$ cat src/hdl/rmd_pkg.sv
`timescale 1ns / 1ps
`default_nettype none
// ----------------------------------------------------------------------------
// rmd_pkg: shared constants and input remap rom
// Register addresses, defaults and the raw-index to sensor mapping.
// ----------------------------------------------------------------------------
package rmd_pkg;

    localparam int SENSOR_COUNT_DEF    = 128;
    localparam int RAW_INPUT_COUNT_DEF = 146;
    localparam int COUNT_WIDTH_DEF     = 16;

    localparam int          RELOAD_W        = 16;
    localparam logic [15:0] RELOAD_AT_RESET = 16'd10;
    localparam logic [7:0]  DIRECT_INPUTS   = 8'd10;
    localparam logic [4:0]  GROUP_COUNT     = 5'd17;

    localparam int          APB_AW       = 3;
    localparam logic [2:0]  ADDR_RELOAD  = 3'd0;

    typedef struct packed {
        logic       hit;
        logic [6:0] id;
    } map_t;

    function automatic logic [3:0] group_size(input logic [4:0] g);
        logic [3:0] s;
        case (g)
            5'd0:    s = 4'd5;
            5'd1:    s = 4'd6;
            5'd2:    s = 4'd7;
            5'd3:    s = 4'd7;
            5'd4:    s = 4'd8;
            5'd5:    s = 4'd7;
            5'd6:    s = 4'd8;
            5'd7:    s = 4'd7;
            5'd8:    s = 4'd8;
            5'd9:    s = 4'd7;
            5'd10:   s = 4'd8;
            5'd11:   s = 4'd7;
            5'd12:   s = 4'd8;
            5'd13:   s = 4'd7;
            5'd14:   s = 4'd7;
            5'd15:   s = 4'd6;
            5'd16:   s = 4'd5;
            default: s = 4'd0;
        endcase
        return s;
    endfunction

    function automatic logic [6:0] group_base(input logic [4:0] g);
        logic [6:0] b;
        case (g)
            5'd0:    b = 7'd10;
            5'd1:    b = 7'd15;
            5'd2:    b = 7'd21;
            5'd3:    b = 7'd28;
            5'd4:    b = 7'd35;
            5'd5:    b = 7'd43;
            5'd6:    b = 7'd50;
            5'd7:    b = 7'd58;
            5'd8:    b = 7'd65;
            5'd9:    b = 7'd73;
            5'd10:   b = 7'd80;
            5'd11:   b = 7'd88;
            5'd12:   b = 7'd95;
            5'd13:   b = 7'd103;
            5'd14:   b = 7'd110;
            5'd15:   b = 7'd117;
            5'd16:   b = 7'd123;
            default: b = 7'd0;
        endcase
        return b;
    endfunction

    // raw index to sensor; the raw input count check stays with the caller
    function automatic map_t map_raw(input logic [7:0] raw);
        map_t       m;
        logic [7:0] off;
        logic [4:0] g;
        logic [2:0] b;
        off = raw - DIRECT_INPUTS;
        g   = off[7:3];
        b   = off[2:0];
        m.hit = 1'b0;
        m.id  = 7'd0;
        if (raw < DIRECT_INPUTS)
        begin
            m.hit = 1'b1;
            m.id  = raw[6:0];
        end
        else if (g < GROUP_COUNT && {1'b0, b} < group_size(g))
        begin
            m.hit = 1'b1;
            m.id  = group_base(g) + {4'd0, b};
        end
        return m;
    endfunction

endpackage
`default_nettype wire

$ cat src/hdl/remapped_multichannel_debouncer_top.sv
`timescale 1ns / 1ps
`default_nettype none
// ----------------------------------------------------------------------------
// remapped_multichannel_debouncer_top: remapped counter debouncer
// Maps raw scan samples to sensors and emits one edge event per settled level.
//
// channel   dir   handshake          payload
// s_axis    in    s_tvalid/s_tready  s_tdata: raw_index, level
// m_axis    out   m_tvalid/m_tready  m_tdata: sensor_id; m_tuser: rising
// apb       in    psel/penable       paddr 0: debounce_reload
//
// one sample per clock unless stalled; events pass s1 and the output register
// sensor state in a one-port-write synchronous ram, read at input transfer;
// back-to-back hits on one sensor are forwarded around the ram
// reset clears the level-known flags at once, no clearing pass needed
// input stalls only while an event is ready, the output register is full
// and m_tready is low
// ----------------------------------------------------------------------------
module remapped_multichannel_debouncer_top
    import rmd_pkg::*;
#(
    parameter int SENSOR_COUNT    = SENSOR_COUNT_DEF,
    parameter int RAW_INPUT_COUNT = RAW_INPUT_COUNT_DEF,
    parameter int COUNT_WIDTH     = COUNT_WIDTH_DEF
)
(
    input  wire logic              clk,
    input  wire logic              rst_n,
    input  wire logic              s_tvalid,
    output logic                   s_tready,
    input  wire logic [15:0]       s_tdata,   // [7:0] raw_index, [8] level
    output logic                   m_tvalid,
    input  wire logic              m_tready,
    output logic      [7:0]        m_tdata,   // [6:0] sensor_id
    output logic                   m_tuser,   // [0] rising
    input  wire logic              psel,
    input  wire logic              penable,
    input  wire logic              pwrite,
    input  wire logic [APB_AW-1:0] paddr,
    input  wire logic [31:0]       pwdata,
    output logic      [31:0]       prdata,
    output logic                   pready
);

    localparam int ID_W = (SENSOR_COUNT > 1) ? $clog2(SENSOR_COUNT) : 1;
    localparam int WORD_W = COUNT_WIDTH + 1;

    logic [RELOAD_W-1:0]    reload;
    logic [31:0]            reload_ext;
    logic [COUNT_WIDTH-1:0] reload_cut;

    logic [7:0]             in_raw;
    logic                   in_level;
    map_t                   in_map;
    logic [7:0]             in_id8;
    logic                   in_hit;
    logic [ID_W-1:0]        rd_idx;
    logic                   in_xfer;

    logic [WORD_W-1:0]      state_mem [SENSOR_COUNT];
    logic [WORD_W-1:0]      rd_word_reg;
    logic [SENSOR_COUNT-1:0] known_reg;
    logic [SENSOR_COUNT-1:0] known_next;

    logic                   s1_valid_reg;
    logic                   s1_valid_next;
    logic [6:0]             s1_id_reg;
    logic                   s1_level_reg;
    logic [ID_W-1:0]        s1_idx;
    logic                   fwd_hit_reg;
    logic                   fwd_hit_next;
    logic [WORD_W-1:0]      fwd_word_reg;

    logic [WORD_W-1:0]      cur_word;
    logic [COUNT_WIDTH-1:0] cur_cnt;
    logic [COUNT_WIDTH-1:0] dec_cnt;
    logic                   cur_known;
    logic [WORD_W-1:0]      wr_word;
    logic                   s1_emit;
    logic                   s1_adv;
    logic                   s1_wr;

    logic                   out_valid_reg;
    logic                   out_valid_next;
    logic [6:0]             out_id_reg;
    logic                   out_rising_reg;
    logic                   out_load;

    rmd_apb_regs u_regs
    (
        .clk     (clk),
        .rst_n   (rst_n),
        .psel    (psel),
        .penable (penable),
        .pwrite  (pwrite),
        .paddr   (paddr),
        .pwdata  (pwdata),
        .prdata  (prdata),
        .pready  (pready),
        .reload  (reload)
    );

    assign reload_ext = {{(32 - RELOAD_W){1'b0}}, reload};
    assign reload_cut = reload_ext[COUNT_WIDTH-1:0];

    // input decode
    assign in_raw   = s_tdata[7:0];
    assign in_level = s_tdata[8];
    assign in_map   = map_raw(in_raw);
    assign in_id8   = {1'b0, in_map.id};
    assign in_hit   = in_map.hit && ({1'b0, in_raw} < 9'(RAW_INPUT_COUNT))
                      && ({1'b0, in_id8} < 9'(SENSOR_COUNT));
    assign rd_idx   = in_id8[ID_W-1:0];
    assign in_xfer  = s_tvalid && s_tready;

    // read-modify-write stage
    assign s1_idx    = ID_W'({1'b0, s1_id_reg});
    assign cur_word  = fwd_hit_reg ? fwd_word_reg : rd_word_reg;
    assign cur_cnt   = cur_word[COUNT_WIDTH-1:0];
    assign dec_cnt   = cur_cnt - COUNT_WIDTH'(1);
    assign cur_known = known_reg[s1_idx];

    always_comb
    begin
        wr_word = cur_word;
        s1_emit = 1'b0;
        if (!cur_known || cur_word[COUNT_WIDTH] != s1_level_reg)
        begin
            wr_word = {s1_level_reg, reload_cut};
        end
        else if (cur_cnt != '0)
        begin
            wr_word = {s1_level_reg, dec_cnt};
            s1_emit = (dec_cnt == '0);
        end
    end

    assign s1_adv   = !s1_emit || !out_valid_reg || m_tready;
    assign s1_wr    = s1_valid_reg && s1_adv;
    assign s_tready = !s1_valid_reg || s1_adv;
    assign out_load = s1_wr && s1_emit;

    always_comb
    begin
        s1_valid_next = s1_valid_reg;
        fwd_hit_next  = fwd_hit_reg;
        if (in_xfer)
        begin
            s1_valid_next = in_hit;
            fwd_hit_next  = s1_wr && (s1_idx == rd_idx);
        end
        else if (s1_wr)
        begin
            s1_valid_next = 1'b0;
        end

        known_next = known_reg;
        if (s1_wr)
        begin
            known_next[s1_idx] = 1'b1;
        end

        out_valid_next = out_valid_reg;
        if (out_load)
        begin
            out_valid_next = 1'b1;
        end
        else if (m_tready)
        begin
            out_valid_next = 1'b0;
        end
    end

    always_ff @(posedge clk)
    begin
        if (in_xfer)
        begin
            rd_word_reg <= state_mem[rd_idx];
        end
        if (s1_wr)
        begin
            state_mem[s1_idx] <= wr_word;
        end
    end

    always_ff @(posedge clk)
    begin
        if (in_xfer)
        begin
            s1_id_reg    <= in_map.id;
            s1_level_reg <= in_level;
            fwd_word_reg <= wr_word;
        end
        if (out_load)
        begin
            out_id_reg     <= s1_id_reg;
            out_rising_reg <= s1_level_reg;
        end
    end

    always_ff @(posedge clk or negedge rst_n)
    begin
        if (!rst_n)
        begin
            s1_valid_reg  <= 1'b0;
            fwd_hit_reg   <= 1'b0;
            known_reg     <= '0;
            out_valid_reg <= 1'b0;
        end
        else
        begin
            s1_valid_reg  <= s1_valid_next;
            fwd_hit_reg   <= fwd_hit_next;
            known_reg     <= known_next;
            out_valid_reg <= out_valid_next;
        end
    end

    assign m_tvalid = out_valid_reg;
    assign m_tdata  = {1'b0, out_id_reg};
    assign m_tuser  = out_rising_reg;

    // checks
    a_emit_from_one: assert property (@(posedge clk) disable iff (!rst_n)
        (s1_valid_reg && s1_emit) |-> (cur_cnt == COUNT_WIDTH'(1) && cur_known))
        else $error("event without a count of one");

    a_fwd_needs_stage: assert property (@(posedge clk) disable iff (!rst_n)
        (fwd_hit_reg && !s1_valid_reg) |-> !s1_wr)
        else $error("forward hit with empty stage");

    a_stall_cause: assert property (@(posedge clk) disable iff (!rst_n)
        (s1_valid_reg && !s1_adv) |-> (out_valid_reg && !m_tready && s1_emit))
        else $error("stage stalled without a full output");

    a_stall_holds: assert property (@(posedge clk) disable iff (!rst_n)
        (s1_valid_reg && !s1_adv) |=> (s1_valid_reg && $stable(s1_id_reg)))
        else $error("stalled stage lost its item");

endmodule
`default_nettype wire

$ cat src/hdl/rmd_apb_regs.sv
`timescale 1ns / 1ps
`default_nettype none
// ----------------------------------------------------------------------------
// rmd_apb_regs: configuration register file
// APB slave holding the debounce reload value.
// ----------------------------------------------------------------------------
module rmd_apb_regs
    import rmd_pkg::*;
(
    input  wire logic                clk,
    input  wire logic                rst_n,
    input  wire logic                psel,
    input  wire logic                penable,
    input  wire logic                pwrite,
    input  wire logic [APB_AW-1:0]   paddr,
    input  wire logic [31:0]         pwdata,
    output logic      [31:0]         prdata,
    output logic                     pready,
    output logic      [RELOAD_W-1:0] reload
);

    logic [RELOAD_W-1:0] reload_reg;
    logic [RELOAD_W-1:0] reload_next;
    logic                wr_en;

    assign pready = 1'b1;
    assign wr_en  = psel && penable && pwrite && pready && (paddr == ADDR_RELOAD);

    always_comb
    begin
        reload_next = reload_reg;
        if (wr_en)
        begin
            reload_next = pwdata[RELOAD_W-1:0];
        end
    end

    always_ff @(posedge clk or negedge rst_n)
    begin
        if (!rst_n)
        begin
            reload_reg <= RELOAD_AT_RESET;
        end
        else
        begin
            reload_reg <= reload_next;
        end
    end

    always_comb
    begin
        prdata = 32'd0;
        if (paddr == ADDR_RELOAD)
        begin
            prdata = {{(32 - RELOAD_W){1'b0}}, reload_reg};
        end
    end

    assign reload = reload_reg;

endmodule
`default_nettype wire
$ cat config.mk
export PLATFORM = sky130hd
export DESIGN_NAME = remapped_multichannel_debouncer_top
export DESIGN_NICKNAME = d
export VERILOG_FILES = /design/src/hdl/rmd_pkg.sv /design/src/hdl/remapped_multichannel_debouncer_top.sv /design/src/hdl/rmd_apb_regs.sv
export SDC_FILE = /design/constraint.sdc
export NUM_CORES = 2
export LEC_CHECK = 0
export BUFFER_PORTS_ARGS = -buffer_cell sky130_fd_sc_hd__buf_2
export CAP_MARGIN = 20
export CORE_AREA = 5 5 339 590
export CTS_CLUSTER_DIAMETER = 120
export CTS_CLUSTER_SIZE = 12
export DETAILED_ROUTE_END_ITERATION = 8
export DIE_AREA = 0 0 344 595
export PLACE_DENSITY = 0.66
export SYNTH_ARGS = -nofsm -noshare
export SYNTH_HDL_FRONTEND = slang
export SYNTH_HIERARCHICAL = 1
export SYNTH_SLANG_ARGS = --single-unit
export TNS_END_PERCENT = 10
$ cat constraint.sdc
create_clock -name clk -period 8.43 [get_ports clk]
set_input_delay 0.4215 -clock clk [delete_from_list [all_inputs] [get_ports clk]]
set_output_delay 0.4215 -clock clk [all_outputs]
set_load 0.02 [all_outputs]
==> out/metrics.cfg <==
[global_routing]
grt_pass1_vias = 62100
antenna_found_initial = 19
track_usage_pct = 29.6
grt_overflow = 0
grt_max_degree = 130
grt_pass1_wl_um = 439000

[sta]
timing_hold_violations_final = 0
fmax_mhz = 140
drv_slew = 0
tightest_slew_ns = 1.21
relSlewSlack_pct = 19.2
period_share_pct = 84.5
timing.hold.ws_ns = 0.103
finalSetupViolations = 0
fin_crit_ns = 7.13
rsz0062_at_grt = false
fin_skew_ns = 0.0362

[setup_path]
critical_path_class = input port to register
cp_common_cell = ha_1
worstPathRequired_ns = 9.00
arrival_ns = 7.70
slowest_stage = o21ai_4
slowest_delay_ns = 0.77
crit_path_cell_trace = buf_2 > inv_1 > ha_1 > xnor2_1 > inv_1 > ha_1 > a21oi_1 > o22ai_1 > nor3_1 > a2bb2oi_1 > ha_1 > o21a_1 > o211ai_1 > o21a_4 > o21ai_4 > inv_8 > nor2_4 > buf_4 > a22o_1 > a31oi_1 > a311oi_1 > nor3b_1 > buf_4 > nand4b_1
cp_max_fo = 46
cp-end-kind = register
startpoint_type = input port

[layout]
layoutNonFillerInstCount = 10100
multi_input_area_um2 = 24300
nNetsFinal = 7434
regArea_um2 = 70500
drive_gt1_share_pct = 12.7
largest_register_ffs = 2176
syn_to_final_growth_pct = 12.1
fillCellCount = 15200
layout_commonest_cell = edfxtp_1
layout_common_cells = 2226 x edfxtp_1, 1771 x nand2_1, 658 x nand3_1

[floorplan]
fp-row-count = 214
dieWidth_um = 344
pin_count = 102
initial_core_util_pct = 49.7
die_area_um2 = 205000
die_y_um = 595
core_area_um2 = 194000

[synth]
syn-cell-area_um2 = 96600
syn-mean-instance-area_um2 = 13.5
ys_warn_count = 6
synth_cells = 7160
synth-seq-area-share_pct = 73.0
netlist-cell-type-count = 104
synth_edf_count = 2226
synth_ff_type = edfxtp_1
ys_ff_latch = 2373
synthArstFlopShare_pct = 6.19

[cts]
clock-root-buffer = clkbuf_16
cts-buffers-inserted = 223
cts_setup_buffers = 0
numClockSinks = 2373
ctsHtreeMaxLevel = 4
path_clk_slew_ns = 0.06
clk_path_buf_depth = 4
clk_latency_ns = 0.86
cts_tree = built
ctsResizeCount = 0

[worst_hold_path]
min_path_type = input port to asynchronous set/reset pin

[placement]
portBuffers = 60
dp_hpwl_um = 187000
gp_congestion = 0.968
dp.cells = 9705

[outcome]
violations = design-rule violations
outcome = finished with violations

[job]
maxCapViolCount = 0

[drt]
drt_iter0_markers = 8269
detailroute.via_count = 64100
via_per_inst = 6.35
drc = 3
wl_um = 309000
first_pass_iters = 9
detail-route-antenna-nets = 0
wl_per_cell_um = 30.7

[power_and_ir_drop]
p_leak_nw = 37.6
power_density_nw_per_um2 = 282
peakVddDrop_mv = 0.253

==> kinds of logic after synthesis <==
| family | share of synthesized area (%) |
|---|---|
| and+or+nand+nor | 14.0 |
| DFF | 73.0 |
| AOI/OAI and AO/OA | 6.51 |
| buffers and inverters | 2.69 |
| muxes | 3.22 |
| xor gates and xnor gates | 0.290 |
| adders and majority gates | 0.189 |
| other | 0.0117 |
==> critical path: cells and delay by family <==
family / cells / cell delay, ns
compound gates: 10 / 2.62
buf+inv: 6 / 1.78
simple gates: 4 / 1.26
fa+ha+maj: 3 / 1.02
xor+xnor: 1 / 0.48
==> power breakdown <==
group          total [W]  switching [W]  internal, W
clock            0.00900        0.00413      0.00487
sequential        0.0143       0.000172       0.0141
combinational    0.00725        0.00544      0.00181
==> synth_stat cells, types with 16 or more instances <==
master	n	share of area [%]
a21oi_1	173	0.90
o22ai_1	41	0.27
or2_1	71	0.46
o221ai_1	16	0.15
a32oi_1	55	0.50
o21ai_0	91	0.47
mux4_2	25	0.58
or2_2	60	0.39
a31oi_1	129	0.84
nor2_1	151	0.59
a211oi_1	58	0.45
nor3_1	112	0.58
nand4_1	64	0.41
nor2b_1	18	0.12
a311oi_1	59	0.54
or3_1	19	0.12
inv_1	19	0.074
edfxtp_1	2226	69
nor4_1	27	0.17
mux2i_1	223	2.3
buf_4	91	0.71
and3_1	44	0.29
xnor2_1	25	0.23
and2_1	21	0.14
buf_1	42	0.16
buf_2	217	1.1
dfrtp_1	145	3.8
a221oi_1	46	0.42
nand2_1	1772	6.9
o211ai_1	24	0.19
a32o_1	30	0.31
o211a_1	23	0.24
clkbuf_1	120	0.47
nand3_1	658	3.4
==> metal layers <==
layer  GRT usage (%)  up-vias  wire [um]
met5               0        -         38
met4            21.9        6      29100
met3            6.25     1043      30900
met2            48.4     4050     148000
met1            34.5    32000     101000
li1                -    27000          -
==> worst paths after layout <==
| check | from | to | slack [ns] | depth (start not counted) |
|---|---|---|---|---|
| max in group asynchronous | rst_n | known_reg[12]$_DFFE_PN0P_ | 6.38 | 4 |
| hold / removal | rst_n | known_reg[87]$_DFFE_PN0P_ | 0.10 | 2 |
| setup reg to reg | s1_id_reg[2]$_DFFE_PP_ | known_reg[119]$_DFFE_PN0P_ | 1.70 | 14 |
| setup / recovery | s_tdata[1] | rd_word_reg[15]$_DFFE_PP_ | 1.30 | 24 |
| min in group clk | s_tdata[7] | s1_valid_reg$_DFFE_PN0P_ | 0.23 | 4 |
| hold reg to reg | known_reg[88]$_DFFE_PN0P_ | known_reg[88]$_DFFE_PN0P_ | 0.46 | 1 |
==> area by class of cell <==
type,count,area share [%]
Antenna cell,11,0.0254
Clock buffer,334,5.58
Clock inverter,7,0.0636
Inverter,25,0.117
Multi-Input combinational cell,4296,22.5
Sequential cell,2373,65.2
Tap cell,2592,3.00
Timing Repair Buffer,443,3.55
==> stage by stage <==
step                area, um2  power, W  TNS, ns  setup slack, ns  util (%)
floorplan               96600    0.0186  -781.73           -0.493         -
global placement       102000    0.0214        0            0.559      52.4
detailed placement     102000    0.0216        0            0.662      52.4
CTS                    108000    0.0304        0             1.63      55.7
global route           108000    0.0313        0             1.14      55.7
finish                 108000    0.0305        0             1.30      55.7
==> repair_timing <==
action                                 4_1_cts  5_1_grt
setup endpoints to repair                    0        0
endpoints found under the hold margin       73        0
hold buffers                                20        0
Power figures use the tool's default switching activity.
